--- config.mk ---
export PLATFORM = sky130hd
export DESIGN_NAME = sorted_list_table
export DESIGN_NICKNAME = d
export VERILOG_FILES = /design/src/rtl/core/slt_pkg.sv /design/src/rtl/core/sorted_list_table.sv /design/src/rtl/core/slt_cell.sv
export SDC_FILE = /design/constraint.sdc
export NUM_CORES = 2
export LEC_CHECK = 0
export BUFFER_PORTS_ARGS = -buffer_cell sky130_fd_sc_hd__buf_2
export CORE_MARGIN = 1.5
export CORE_UTILIZATION = 30
export CTS_CLUSTER_SIZE = 30
export DETAILED_ROUTE_END_ITERATION = 16
export PLACE_DENSITY = 0.49
export RECOVER_POWER = 25
export SLEW_MARGIN = 20
export SYNTH_ARGS = -nofsm -noshare
export SYNTH_HDL_FRONTEND = slang
export SYNTH_SLANG_ARGS = --single-unit
--- constraint.sdc ---
create_clock -name clk -period 4.4 [get_ports clk]
set_clock_uncertainty 0.2 [all_clocks]
set_input_delay 0.22 -clock clk [delete_from_list [all_inputs] [get_ports clk]]
set_output_delay 0.22 -clock clk [all_outputs]
set_load 0.1 [all_outputs]
--- src/rtl/core/slt_pkg.sv ---
// shared types and constants of the sorted list table
// no dependencies
package slt_pkg;

	localparam int DEPTH_DEFAULT = 16;
	localparam int DATA_W        = 32;
	localparam int POS_W         = 8;
	localparam int OP_W          = 2;
	localparam int STATUS_W      = 2;
	localparam int COUNT_OUT_W   = 5;

	// command codes
	localparam logic [OP_W-1:0] OP_INSERT = 2'd0;
	localparam logic [OP_W-1:0] OP_REMOVE = 2'd1;
	localparam logic [OP_W-1:0] OP_READ   = 2'd2;

	// status codes
	localparam logic [STATUS_W-1:0] ST_OK        = 2'd0;
	localparam logic [STATUS_W-1:0] ST_NOT_FOUND = 2'd1;
	localparam logic [STATUS_W-1:0] ST_FULL      = 2'd2;

	localparam logic signed [DATA_W-1:0] NOT_FOUND_VALUE = -32'sd999;

	// what one cell shows its neighbors
	typedef struct packed {
		logic              le;
		logic              lt;
		logic [DATA_W-1:0] entry;
	} link_t;

	// broadcast control from the top level to every cell
	typedef struct packed {
		logic                     cmp_en;
		logic signed [DATA_W-1:0] cmp_value;
		logic [POS_W-1:0]         cmp_pos;
		logic                     ins_en;
		logic                     rem_en;
		logic signed [DATA_W-1:0] ins_value;
	} cell_ctl_t;

endpackage

--- src/rtl/core/sorted_list_table.sv ---
// sorted list table top level: command pipeline, cell chain, response register
// depends on slt_pkg and slt_cell
//
// Keeps up to DEPTH signed 32-bit values in ascending order in a chain of
// cells, one entry per cell. In a request's first stage every cell compares its
// entry with the request value or position; in its second each cell keeps its
// entry, takes the new value or takes a neighbor's entry, and the response is
// written to the output register. The second stage waits while the previous
// response is not taken. A new request is taken once the last one has left the
// first stage and the second can go on, whatever DEPTH is. The read value and
// the remove hit are gathered by an OR across the cells. Reset clears the count
// and valid flags, not the entries; entry_count shows the count's low five bits.
module sorted_list_table #(
	parameter int DEPTH = slt_pkg::DEPTH_DEFAULT
) (
	input  logic                                clk,
	input  logic                                arst_n,
	input  logic                                cmd_valid,
	output logic                                cmd_ready,
	input  logic [slt_pkg::OP_W-1:0]            opcode,
	input  logic signed [slt_pkg::DATA_W-1:0]   value,
	input  logic [slt_pkg::POS_W-1:0]           position,
	output logic                                rsp_valid,
	input  logic                                rsp_ready,
	output logic [slt_pkg::STATUS_W-1:0]        status,
	output logic signed [slt_pkg::DATA_W-1:0]   result_value,
	output logic [slt_pkg::COUNT_OUT_W-1:0]     entry_count
);

	localparam int COUNT_W = $clog2(DEPTH + 1);

	logic                                valid_s1, valid_s2;
	logic [slt_pkg::OP_W-1:0]            op_s1, op_s2;
	logic signed [slt_pkg::DATA_W-1:0]   value_s1, value_s2;
	logic [slt_pkg::POS_W-1:0]           pos_s1;
	logic [COUNT_W-1:0]                  count_q, count_next;
	logic                                out_valid_q;
	logic [slt_pkg::STATUS_W-1:0]        status_q, status_next;
	logic signed [slt_pkg::DATA_W-1:0]   result_q, result_next;
	logic [slt_pkg::COUNT_OUT_W-1:0]     entry_count_q;

	logic cmd_accept, s2_fire, full, found, read_hit;
	logic [slt_pkg::DATA_W-1:0] rd_any;

	slt_pkg::cell_ctl_t ctl;
	slt_pkg::link_t     links [DEPTH];
	logic [DEPTH-1:0]   hits, sels;
	logic [slt_pkg::DATA_W-1:0] rd_values [DEPTH];

	// handshake
	assign s2_fire    = valid_s2 && (!out_valid_q || rsp_ready);
	assign cmd_ready  = !valid_s1 && (!valid_s2 || s2_fire);
	assign cmd_accept = cmd_valid && cmd_ready;

	// control registers
	always_ff @(posedge clk or negedge arst_n) begin
		if (!arst_n) begin
			valid_s1    <= 1'b0;
			valid_s2    <= 1'b0;
			out_valid_q <= 1'b0;
			count_q     <= '0;
		end else begin
			valid_s1 <= cmd_accept;
			if (valid_s1) begin
				valid_s2 <= 1'b1;
			end else if (s2_fire) begin
				valid_s2 <= 1'b0;
			end
			if (s2_fire) begin
				out_valid_q <= 1'b1;
				count_q     <= count_next;
			end else if (rsp_ready) begin
				out_valid_q <= 1'b0;
			end
		end
	end

	// request payload through the two stages
	always_ff @(posedge clk) begin
		if (cmd_accept) begin
			op_s1    <= opcode;
			value_s1 <= value;
			pos_s1   <= position;
		end
		if (valid_s1) begin
			op_s2    <= op_s1;
			value_s2 <= value_s1;
		end
		if (s2_fire) begin
			status_q      <= status_next;
			result_q      <= result_next;
			entry_count_q <= slt_pkg::COUNT_OUT_W'(count_next);
		end
	end

	// gather hits and read data across the chain
	always_comb begin
		rd_any = '0;
		for (int i = 0; i < DEPTH; i++) begin
			rd_any = rd_any | rd_values[i];
		end
	end
	assign found    = |hits;
	assign read_hit = |sels;
	assign full     = count_q == COUNT_W'(DEPTH);

	// response and next count
	always_comb begin
		status_next = slt_pkg::ST_OK;
		result_next = '0;
		count_next  = count_q;
		unique case (op_s2)
			slt_pkg::OP_INSERT: begin
				if (full) begin
					status_next = slt_pkg::ST_FULL;
				end else begin
					count_next = count_q + 1'b1;
				end
			end
			slt_pkg::OP_REMOVE: begin
				if (found) begin
					count_next = count_q - 1'b1;
				end else begin
					status_next = slt_pkg::ST_NOT_FOUND;
				end
			end
			slt_pkg::OP_READ: begin
				if (read_hit) begin
					result_next = $signed(rd_any);
				end else begin
					status_next = slt_pkg::ST_NOT_FOUND;
					result_next = slt_pkg::NOT_FOUND_VALUE;
				end
			end
			default: begin
				status_next = slt_pkg::ST_OK;
			end
		endcase
	end

	// broadcast to the cells
	assign ctl.cmp_en    = valid_s1;
	assign ctl.cmp_value = value_s1;
	assign ctl.cmp_pos   = pos_s1;
	assign ctl.ins_en    = s2_fire && (op_s2 == slt_pkg::OP_INSERT) && !full;
	assign ctl.rem_en    = s2_fire && (op_s2 == slt_pkg::OP_REMOVE) && found;
	assign ctl.ins_value = value_s2;

	// the chain
	for (genvar g = 0; g < DEPTH; g++) begin : g_cell
		slt_pkg::link_t             left_link;
		logic [slt_pkg::DATA_W-1:0] right_entry;

		if (g == 0) begin : g_head
			assign left_link = '{le: 1'b1, lt: 1'b1, entry: '0};
		end else begin : g_body
			assign left_link = links[g-1];
		end
		if (g == DEPTH - 1) begin : g_tail
			assign right_entry = links[g].entry;
		end else begin : g_mid
			assign right_entry = links[g+1].entry;
		end

		slt_cell #(
			.INDEX   (g),
			.COUNT_W (COUNT_W)
		) u_cell (
			.clk         (clk),
			.ctl         (ctl),
			.count       (count_q),
			.left        (left_link),
			.right_entry (right_entry),
			.link        (links[g]),
			.hit         (hits[g]),
			.sel         (sels[g]),
			.rd_value    (rd_values[g])
		);
	end

	assign rsp_valid    = out_valid_q;
	assign status       = status_q;
	assign result_value = result_q;
	assign entry_count  = entry_count_q;

endmodule

--- src/rtl/core/slt_cell.sv ---
// one slot of the sorted chain: holds an entry, compares it, shifts it
// depends on slt_pkg
module slt_cell #(
	parameter int INDEX   = 0,
	parameter int COUNT_W = 5
) (
	input  logic                   clk,
	input  slt_pkg::cell_ctl_t     ctl,
	input  logic [COUNT_W-1:0]     count,
	input  slt_pkg::link_t         left,
	input  logic [slt_pkg::DATA_W-1:0] right_entry,
	output slt_pkg::link_t         link,
	output logic                   hit,
	output logic                   sel,
	output logic [slt_pkg::DATA_W-1:0] rd_value
);

	logic [slt_pkg::DATA_W-1:0] entry_q;
	logic le_q, lt_q, eq_q, sel_q;
	logic occupied;

	// slot holds a live entry
	assign occupied = count > COUNT_W'(INDEX);

	// compare phase: flags against the broadcast value and position
	always_ff @(posedge clk) begin
		if (ctl.cmp_en) begin
			le_q  <= occupied && ($signed(entry_q) <= ctl.cmp_value);
			lt_q  <= occupied && ($signed(entry_q) < ctl.cmp_value);
			eq_q  <= occupied && ($signed(entry_q) == ctl.cmp_value);
			sel_q <= occupied && ({1'b0, ctl.cmp_pos} == 9'(INDEX + 1));
		end
	end

	// shift phase: open a gap for insert, close one for remove
	always_ff @(posedge clk) begin
		if (ctl.ins_en && !le_q) begin
			entry_q <= left.le ? ctl.ins_value : left.entry;
		end else if (ctl.rem_en && !lt_q) begin
			entry_q <= right_entry;
		end
	end

	assign link     = '{le: le_q, lt: lt_q, entry: entry_q};
	assign hit      = eq_q && left.lt;
	assign sel      = sel_q;
	assign rd_value = sel_q ? entry_q : '0;

endmodule

# ---- After elaboration in Yosys (flattened, before gate mapping)
# Index checks and enable logic that the tools add are counted.
dict set report word_totals {
  register_bits 698
  in_bits 46
  output_inout_bits 41
  wordCells 438
}
dict set report op_classes {
  n_addsub 2
  n_lt_le_gt_ge 47
  n_eq_ne 35
  n_mux 73
  bitwise_logic 15
  reduce_logical 174
}
# operator count
set op_table {}
lappend op_table {{32-bit two-way mux} 62}
lappend op_table {{32-bit equality test} 16}
lappend op_table {{32-bit less-or-equal comparator} 16}
lappend op_table {{32-bit less-than comparator} 15}
lappend op_table {{32-bit bitwise OR} 15}
lappend op_table {{1-bit logical AND} 116}
lappend op_table {{8-bit by 4-bit equality test with 1-bit output (second input constant)} 8}
lappend op_table {{5-bit by 4-bit greater-than comparator with 1-bit output (second input constant)} 8}
lappend op_table {{1-bit zero test} 35}
lappend op_table {{2-bit nonzero test} 17}
lappend op_table {{8-bit by 3-bit equality test with 1-bit output (second input constant)} 4}
lappend op_table {{16-bit OR reduction} 2}
lappend op_table {{5-bit by 3-bit greater-than comparator with 1-bit output (second input constant)} 4}
lappend op_table {{8-bit by 2-bit equality test with 1-bit output (second input constant)} 2}
lappend op_table {{5-bit by 1-bit greater-than comparator with 1-bit output (second input constant)} 2}
lappend op_table {{5-bit by 2-bit greater-than comparator with 1-bit output (second input constant)} 2}
lappend op_table {{5-bit two-way mux} 2}
lappend op_table {{5-bit case mux with 2 select lines} 1}
lappend op_table {{8-bit by 1-bit equality test with 1-bit output (second input constant)} 1}
lappend op_table {{8-bit by 5-bit equality test with 1-bit output (second input constant)} 1}
lappend op_table {{1-bit two-way mux} 6}
lappend op_table {{2-bit case mux with 3 select lines} 1}
lappend op_table {{5-bit by 1-bit adder with 5-bit output (second input constant)} 1}
lappend op_table {{5-bit equality test (second input constant)} 1}
lappend op_table {{other kinds (7)} 8}

# ---- Logic depth before layout (Yosys ltp)
dict set report depth {
  depth_word 17
  mapped_depth 11
}

# ---- Cells and area by module
# A second synthesis with hierarchy kept.
dict set report unflattened {
  cells_unflattened 5369
  hier_area_um2 51304.2
}
# mod instances cells_per_inst area_per_inst_um2 seq_area_each_um2
set by_module_without_submodules {}
lappend by_module_without_submodules {{slt_cell (g_cell[2].u_cell ...)} 2 307 2855.2 1081.0}
lappend by_module_without_submodules {sorted_list_table 1 447 5577.8 3653.5}
lappend by_module_without_submodules {{slt_cell (g_cell[7].u_cell)} 1 311 2892.8 1081.0}
lappend by_module_without_submodules {{slt_cell (g_cell[15].u_cell)} 1 306 2886.5 1081.0}
lappend by_module_without_submodules {{slt_cell (g_cell[10].u_cell)} 1 307 2874.0 1081.0}
lappend by_module_without_submodules {{slt_cell (g_cell[8].u_cell)} 1 307 2870.3 1081.0}
lappend by_module_without_submodules {{slt_cell (g_cell[11].u_cell)} 1 305 2864.0 1081.0}
lappend by_module_without_submodules {{slt_cell (g_cell[14].u_cell)} 1 307 2862.7 1081.0}
lappend by_module_without_submodules {{slt_cell (g_cell[13].u_cell)} 1 308 2856.5 1081.0}
lappend by_module_without_submodules {{slt_cell (g_cell[0].u_cell)} 1 309 2852.7 1081.0}
lappend by_module_without_submodules {{slt_cell (g_cell[12].u_cell)} 1 308 2849.0 1081.0}
lappend by_module_without_submodules {{slt_cell (g_cell[6].u_cell)} 1 309 2849.0 1081.0}
lappend by_module_without_submodules {{slt_cell (g_cell[4].u_cell)} 1 312 2847.7 1081.0}
lappend by_module_without_submodules {{slt_cell (g_cell[1].u_cell)} 1 307 2844.0 1081.0}
lappend by_module_without_submodules {{+2 rows} n/a n/a n/a n/a}

# ---- Worst setup path after synthesis
# Ideal clock, no wire load.
dict set report synth_path {
  path_kind {register to register}
  start {reg valid_s1}
  end {reg op_s1[0] (netlist name) (enable)}
  setup_ps 404
  arrival_ps 4809
  setup_slack_ps -1013
  stages_incl_launch_ff 3
  path_buffers 0
  path_cell_list {dfrtp_1 > a31oi_1 > and2_1}
}
dict set report synth_between {
  elab_chain_cells 3
}
# item line_no
set synth_rtl {}
lappend synth_rtl {{from (decl)} sorted_list_table.sv:32} ;# logic valid_s1, valid_s2;
lappend synth_rtl {{from (signal assigned)} sorted_list_table.sv:63} ;# valid_s1 <= cmd_accept;
lappend synth_rtl {{1-bit zero test} sorted_list_table.sv:52} ;# assign cmd_ready = !valid_s1 && (!valid_s2 || s2_fire);
lappend synth_rtl {{1-bit logical AND} sorted_list_table.sv:52}
lappend synth_rtl {{named net cmd_ready} sorted_list_table.sv:19} ;# output logic cmd_ready,
lappend synth_rtl {{1-bit logical AND} sorted_list_table.sv:53} ;# assign cmd_accept = cmd_valid && cmd_ready;
lappend synth_rtl {{named net cmd_accept} sorted_list_table.sv:42} ;# logic cmd_accept, s2_fire, full, found, read_hit;
lappend synth_rtl {{to (signal assigned)} sorted_list_table.sv:81} ;# op_s1 <= opcode;
lappend synth_rtl {{to (decl)} sorted_list_table.sv:33} ;# logic [slt_pkg::OP_W-1:0] op_s1, op_s2;
# The timed path passes the listed nets, and every way through them passes these cells.
# A chain may end at the register's enable or synchronous reset.

# ---- Worst setup path in the final report
dict set report layout_path {
  start {reg g_cell[10].u_cell.sel_q}
  end {reg result_q (netlist bit result_value[25]) (data pin)}
}
dict set report layout_between {
  elab_chain_cells 8
  word_cells_on_any_way 9
}
# item line_no
set layout_rtl {}
lappend layout_rtl {{from (decl)} slt_cell.sv:19} ;# logic le_q, lt_q, eq_q, sel_q;
lappend layout_rtl {{from (signal assigned)} slt_cell.sv:31} ;# sel_q <= occupied && ({1'b0, ctl.cmp_pos} == 9'(INDEX + 1));
lappend layout_rtl {{32-bit two-way mux} slt_cell.sv:47} ;# assign rd_value = sel_q ? entry_q : '0;
lappend layout_rtl {{32-bit bitwise OR (6 in a row)} sorted_list_table.sv:100} ;# rd_any = rd_any | rd_values[i];
lappend layout_rtl {{32-bit two-way mux (*)} sorted_list_table.sv:128} ;# if (read_hit) begin
lappend layout_rtl {{to (signal assigned)} sorted_list_table.sv:91} ;# result_q <= result_next;
lappend layout_rtl {{to (decl)} sorted_list_table.sv:39} ;# logic signed [slt_pkg::DATA_W-1:0] result_q, result_next;
# Every way passes the cells marked *; elsewhere a longest branch is shown, timed or not.

==> impl_metrics.env <==
export IMPL_max_stage_delay_ns=1.35
export IMPL_htreeDepth=3
export IMPL_crit_top_cell="clkbuf_1"
export IMPL_grt_usage_pct=26.86
export IMPL_core_area_um2=153900
export IMPL_synth_seq_area_share_pct=45.04
export IMPL_pin_count=87
export IMPL_grt_pass1_wl_mm=299.2
export IMPL_min_period_over_period_pct=94.97
export IMPL_ys_flop_type="edfxtp_1"
export IMPL_clk_pin_slew_ns=0.06
export IMPL_r2r_slack_ns=0.22
export IMPL_ant_nets=0
export IMPL_regArea_um2=20920
export IMPL_synthArstFlopShare_pct=1.146
export IMPL_ir_drop_mv=0.3076
export IMPL_vias_per_cell=5.931
export IMPL_place_congestion=0.9484
export IMPL_first_global_vias=37717
export IMPL_syn2layout_area_growth_pct=15.38
export IMPL_initial_core_util_pct=30.19
export IMPL_slew_headroom_pct=-115.2
export IMPL_dp_cells=6365
export IMPL_yosysWarnings=0
export IMPL_numCtsBuffers=91
export IMPL_crit_buf_inv=2
export IMPL_min_path_type="in2reg"
export IMPL_hold_viol=0
export IMPL_grt_antenna_before_repair=5
export IMPL_die_width_um=396.5
export IMPL_power_mw=22.38
export IMPL_crit_family="buffers and inverters"
export IMPL_yosys_top_cells_area="edfxtp_1 (45%), ha_1 (14%), mux2i_1 (9.7%)"
export IMPL_end_kind="flip-flop"
export IMPL_cts_setup_buffers=0
export IMPL_multi_input_area_um2=24340
export IMPL_clock_sinks=698
export IMPL_cp_data_required_time_ns=4.61
export IMPL_netlist_area_leader_share_pct=44.61
export IMPL_cp_start_kind="flip-flop"
export IMPL_synth_edf_count=690
export IMPL_worstPathArrival_ns=4.39
export IMPL_worstSetupPathType="reg2reg"
export IMPL_portBuffers=86
export IMPL_setup_viol=0
export IMPL_power_density_nw_per_um2=417.7
export IMPL_die_h_um=396.5
export IMPL_nFillCells=15533
export IMPL_synth_distinct_cells=69
export IMPL_overflow=0
export IMPL_hold_ws_ns=0.04288
export IMPL_synth_area_um2=46450
export IMPL_final_net_count=5057
export IMPL_rows=144
export IMPL_period_needed_ns=4.179
export IMPL_synth_seq_cells=698
export IMPL_worstPathCellList="clkbuf_1, nor4_1, nand4_1, clkbuf_1, and3_1, a31oi_1"
export IMPL_synthCells=4325
export IMPL_grt_max_degree=65
export IMPL_wire_per_inst_um=32.61
export IMPL_die_area_um2=157200
export IMPL_stdcell_count=6609
export IMPL_tns_ns=0
export IMPL_clk_latency_ns=0.76
export IMPL_final_layout_size_suffix_gt1_share_pct=9.621
export IMPL_syn_avg_cell_area_um2=10.74
export IMPL_drt_total_wl_mm=215.5
export IMPL_p_leak_nw=21.40
export IMPL_violations="capacitance limit, slew limit"
export IMPL_final_max_slew_viol_count=219
export IMPL_critPathMaxFanout=17
export IMPL_timing_fmax_ghz=0.2393
export IMPL_drt_pass1_iter_count=6
export IMPL_fin_area_um2=53590
export IMPL_root_buffer="clkbuf_16"
export IMPL_tightestPinTransition_ns=3.228
export IMPL_slowest_stage="clkbuf_1"
export IMPL_rsz0062_at_grt="false"
export IMPL_vias=39199
export IMPL_status="complete, but fails checks"
export IMPL_cap_violations=6
export IMPL_dp_hpwl_mm=153.4
export IMPL_ctsResizeCount=0
export IMPL_drc=0
export IMPL_tritoncts="done"
export IMPL_max_clock_path_buffers=3
export IMPL_placed_area_um2=50030
export IMPL_first_iter_violations=4669
export IMPL_synth_nets=4888
export IMPL_synth_area_leader_cell="edfxtp_1"
[layout by cell type (no fill, tap or decap), drive strengths merged, types with 38 or more instances in the layout]
cell type	netlist	layout
mux2i	448	448
inv	65	67
a22o	88	88
buf	67	199
clkbuf	191	172
a21oi	233	233
edfxtp	690	690
o21ai	521	521
dlygate4sd3	0	80
nand4	118	118
nor3	38	38
ha	517	517
a221oi	96	96
nor2	69	69
mux2	63	63
a22oi	97	97
nand2	589	589
clkinv	1	38
nand3	84	84
[worst register-to-register path, stage by stage (launching register included)]
cell,delay [ns]
edfxtp_1,0.32
clkbuf_1,1.35
nor4_1,0.17
nand4_1,0.25
clkbuf_1,1.05
and3_1,0.34
a31oi_1,0.19
[synth_stat cells, types with 9 or more instances]
| cell | count |
|---|---|
| a211oi_1 | 9 |
| a21boi_0 | 10 |
| a21o_1 | 31 |
| a21oi_1 | 233 |
| a221o_1 | 14 |
| a221oi_1 | 96 |
| a22o_1 | 88 |
| a22oi_1 | 97 |
| a31oi_1 | 23 |
| and3_1 | 27 |
| buf_1 | 9 |
| buf_2 | 34 |
| buf_6 | 22 |
| clkbuf_1 | 191 |
| edfxtp_1 | 690 |
| ha_1 | 517 |
| inv_1 | 64 |
| mux2_2 | 63 |
| mux2i_1 | 448 |
| nand2_1 | 589 |
| nand2b_1 | 11 |
| nand3_1 | 84 |
| nand4_1 | 118 |
| nor2_1 | 69 |
| nor2b_1 | 21 |
| nor3_1 | 38 |
| nor4_1 | 35 |
| o211ai_1 | 22 |
| o21a_1 | 9 |
| o21ai_0 | 407 |
| o21ai_1 | 114 |
| o31a_1 | 11 |
| or2_2 | 9 |
| or3_1 | 19 |
| or4_1 | 11 |
[per-layer routing]
layer	GRT usage, %	part of all wire, %
met1	35.37	41
met3	4.970	8.7
met4	16.39	6.8
met2	40.76	43
met5	0	0.0060
[per-stage QoR]
stage | utilization, % | worst slack, ns
2_1_floorplan | - | -0.7067
3_3_place_gp | 32.48 | 0.5559
3_5_place_dp | 32.52 | 0.5889
4_1_cts | 34.89 | 0.5515
5_1_grt | 34.83 | 0.3244
6_report | 34.83 | 0.2212
[power by group]
| part | leakage, nW | switching, mW | internal, mW |
|---|---|---|---|
| Clock | 1.38 | 3.29 | 4.15 |
| Combinational | 13.5 | 4.04 | 1.99 |
| Sequential | 6.48 | 0.822 | 8.10 |
[layout make-up]
cell class                 instances  share of cell area [%]
multi-input combinational       3303                   45.42
sequential                       698                   39.04
timing repair buffer             334                   4.982
tap                             2044                   4.772
clock buffer                     117                   4.469
clock inverter                    45                  0.8522
inverter                          66                  0.4623
antenna                            2                0.009339
[timing repair]
item,in CTS,in global routing
endpoints found under the hold margin,53,0
endpoints found under the setup margin,0,0
hold buffers,80,0
[final timing paths]
kind                                            startpoint                              to  cells past startpoint
max                        g_cell[10].u_cell.sel$_DFFE_PP_  result_value[25]$_SDFFCE_PP0P_                      6
min                                              value[14]          value_s1[14]$_DFFE_PP_                      2
max reg2reg                g_cell[10].u_cell.sel$_DFFE_PP_  result_value[25]$_SDFFCE_PP0P_                      6
min reg2reg                             op_s1[1]$_DFFE_PP_              op_s2[1]$_DFFE_PP_                      0
max in group asynchronous                           arst_n          count_q[1]$_DFFE_PN0P_                      3
min in group asynchronous                           arst_n          count_q[4]$_DFFE_PN0P_                      3
[registers in the layout (all words and copies together), names as in the netlist]
register and cells:
g_cell.u_cell.entry_q 512, valid_s1 1, op_s1 2, result_value 32
count_q 5, status 2, op_s2 2, g_cell.u_cell.lt_q 15
pos_s1 8, valid_s2 1, g_cell.u_cell.sel 16, value_s2 32
g_cell.u_cell.eq_q 16, value_s1 32, rsp_valid 1, entry_count 5
g_cell.u_cell.le_q 16
[logic make-up (layout without fill, tap and decap cells)]
| kind of cell | count (synthesis) | count (layout) | synth area share (%) |
|---|---|---|---|
| AO/OA/AOI/OAI | 1203 | 1203 | 16.00 |
| XOR/XNOR | 5 | 5 | 0.09428 |
| adder cells (fa/ha/maj) | 517 | 517 | 13.93 |
| buffers and inverters | 324 | 562 | 3.082 |
| flip-flops | 698 | 698 | 45.04 |
| multiplexers | 511 | 511 | 11.18 |
| other | 0 | 2 | 0 |
| AND/OR/NAND/NOR | 1067 | 1067 | 10.67 |
Note: power is estimated with default switching activity, not from simulation.
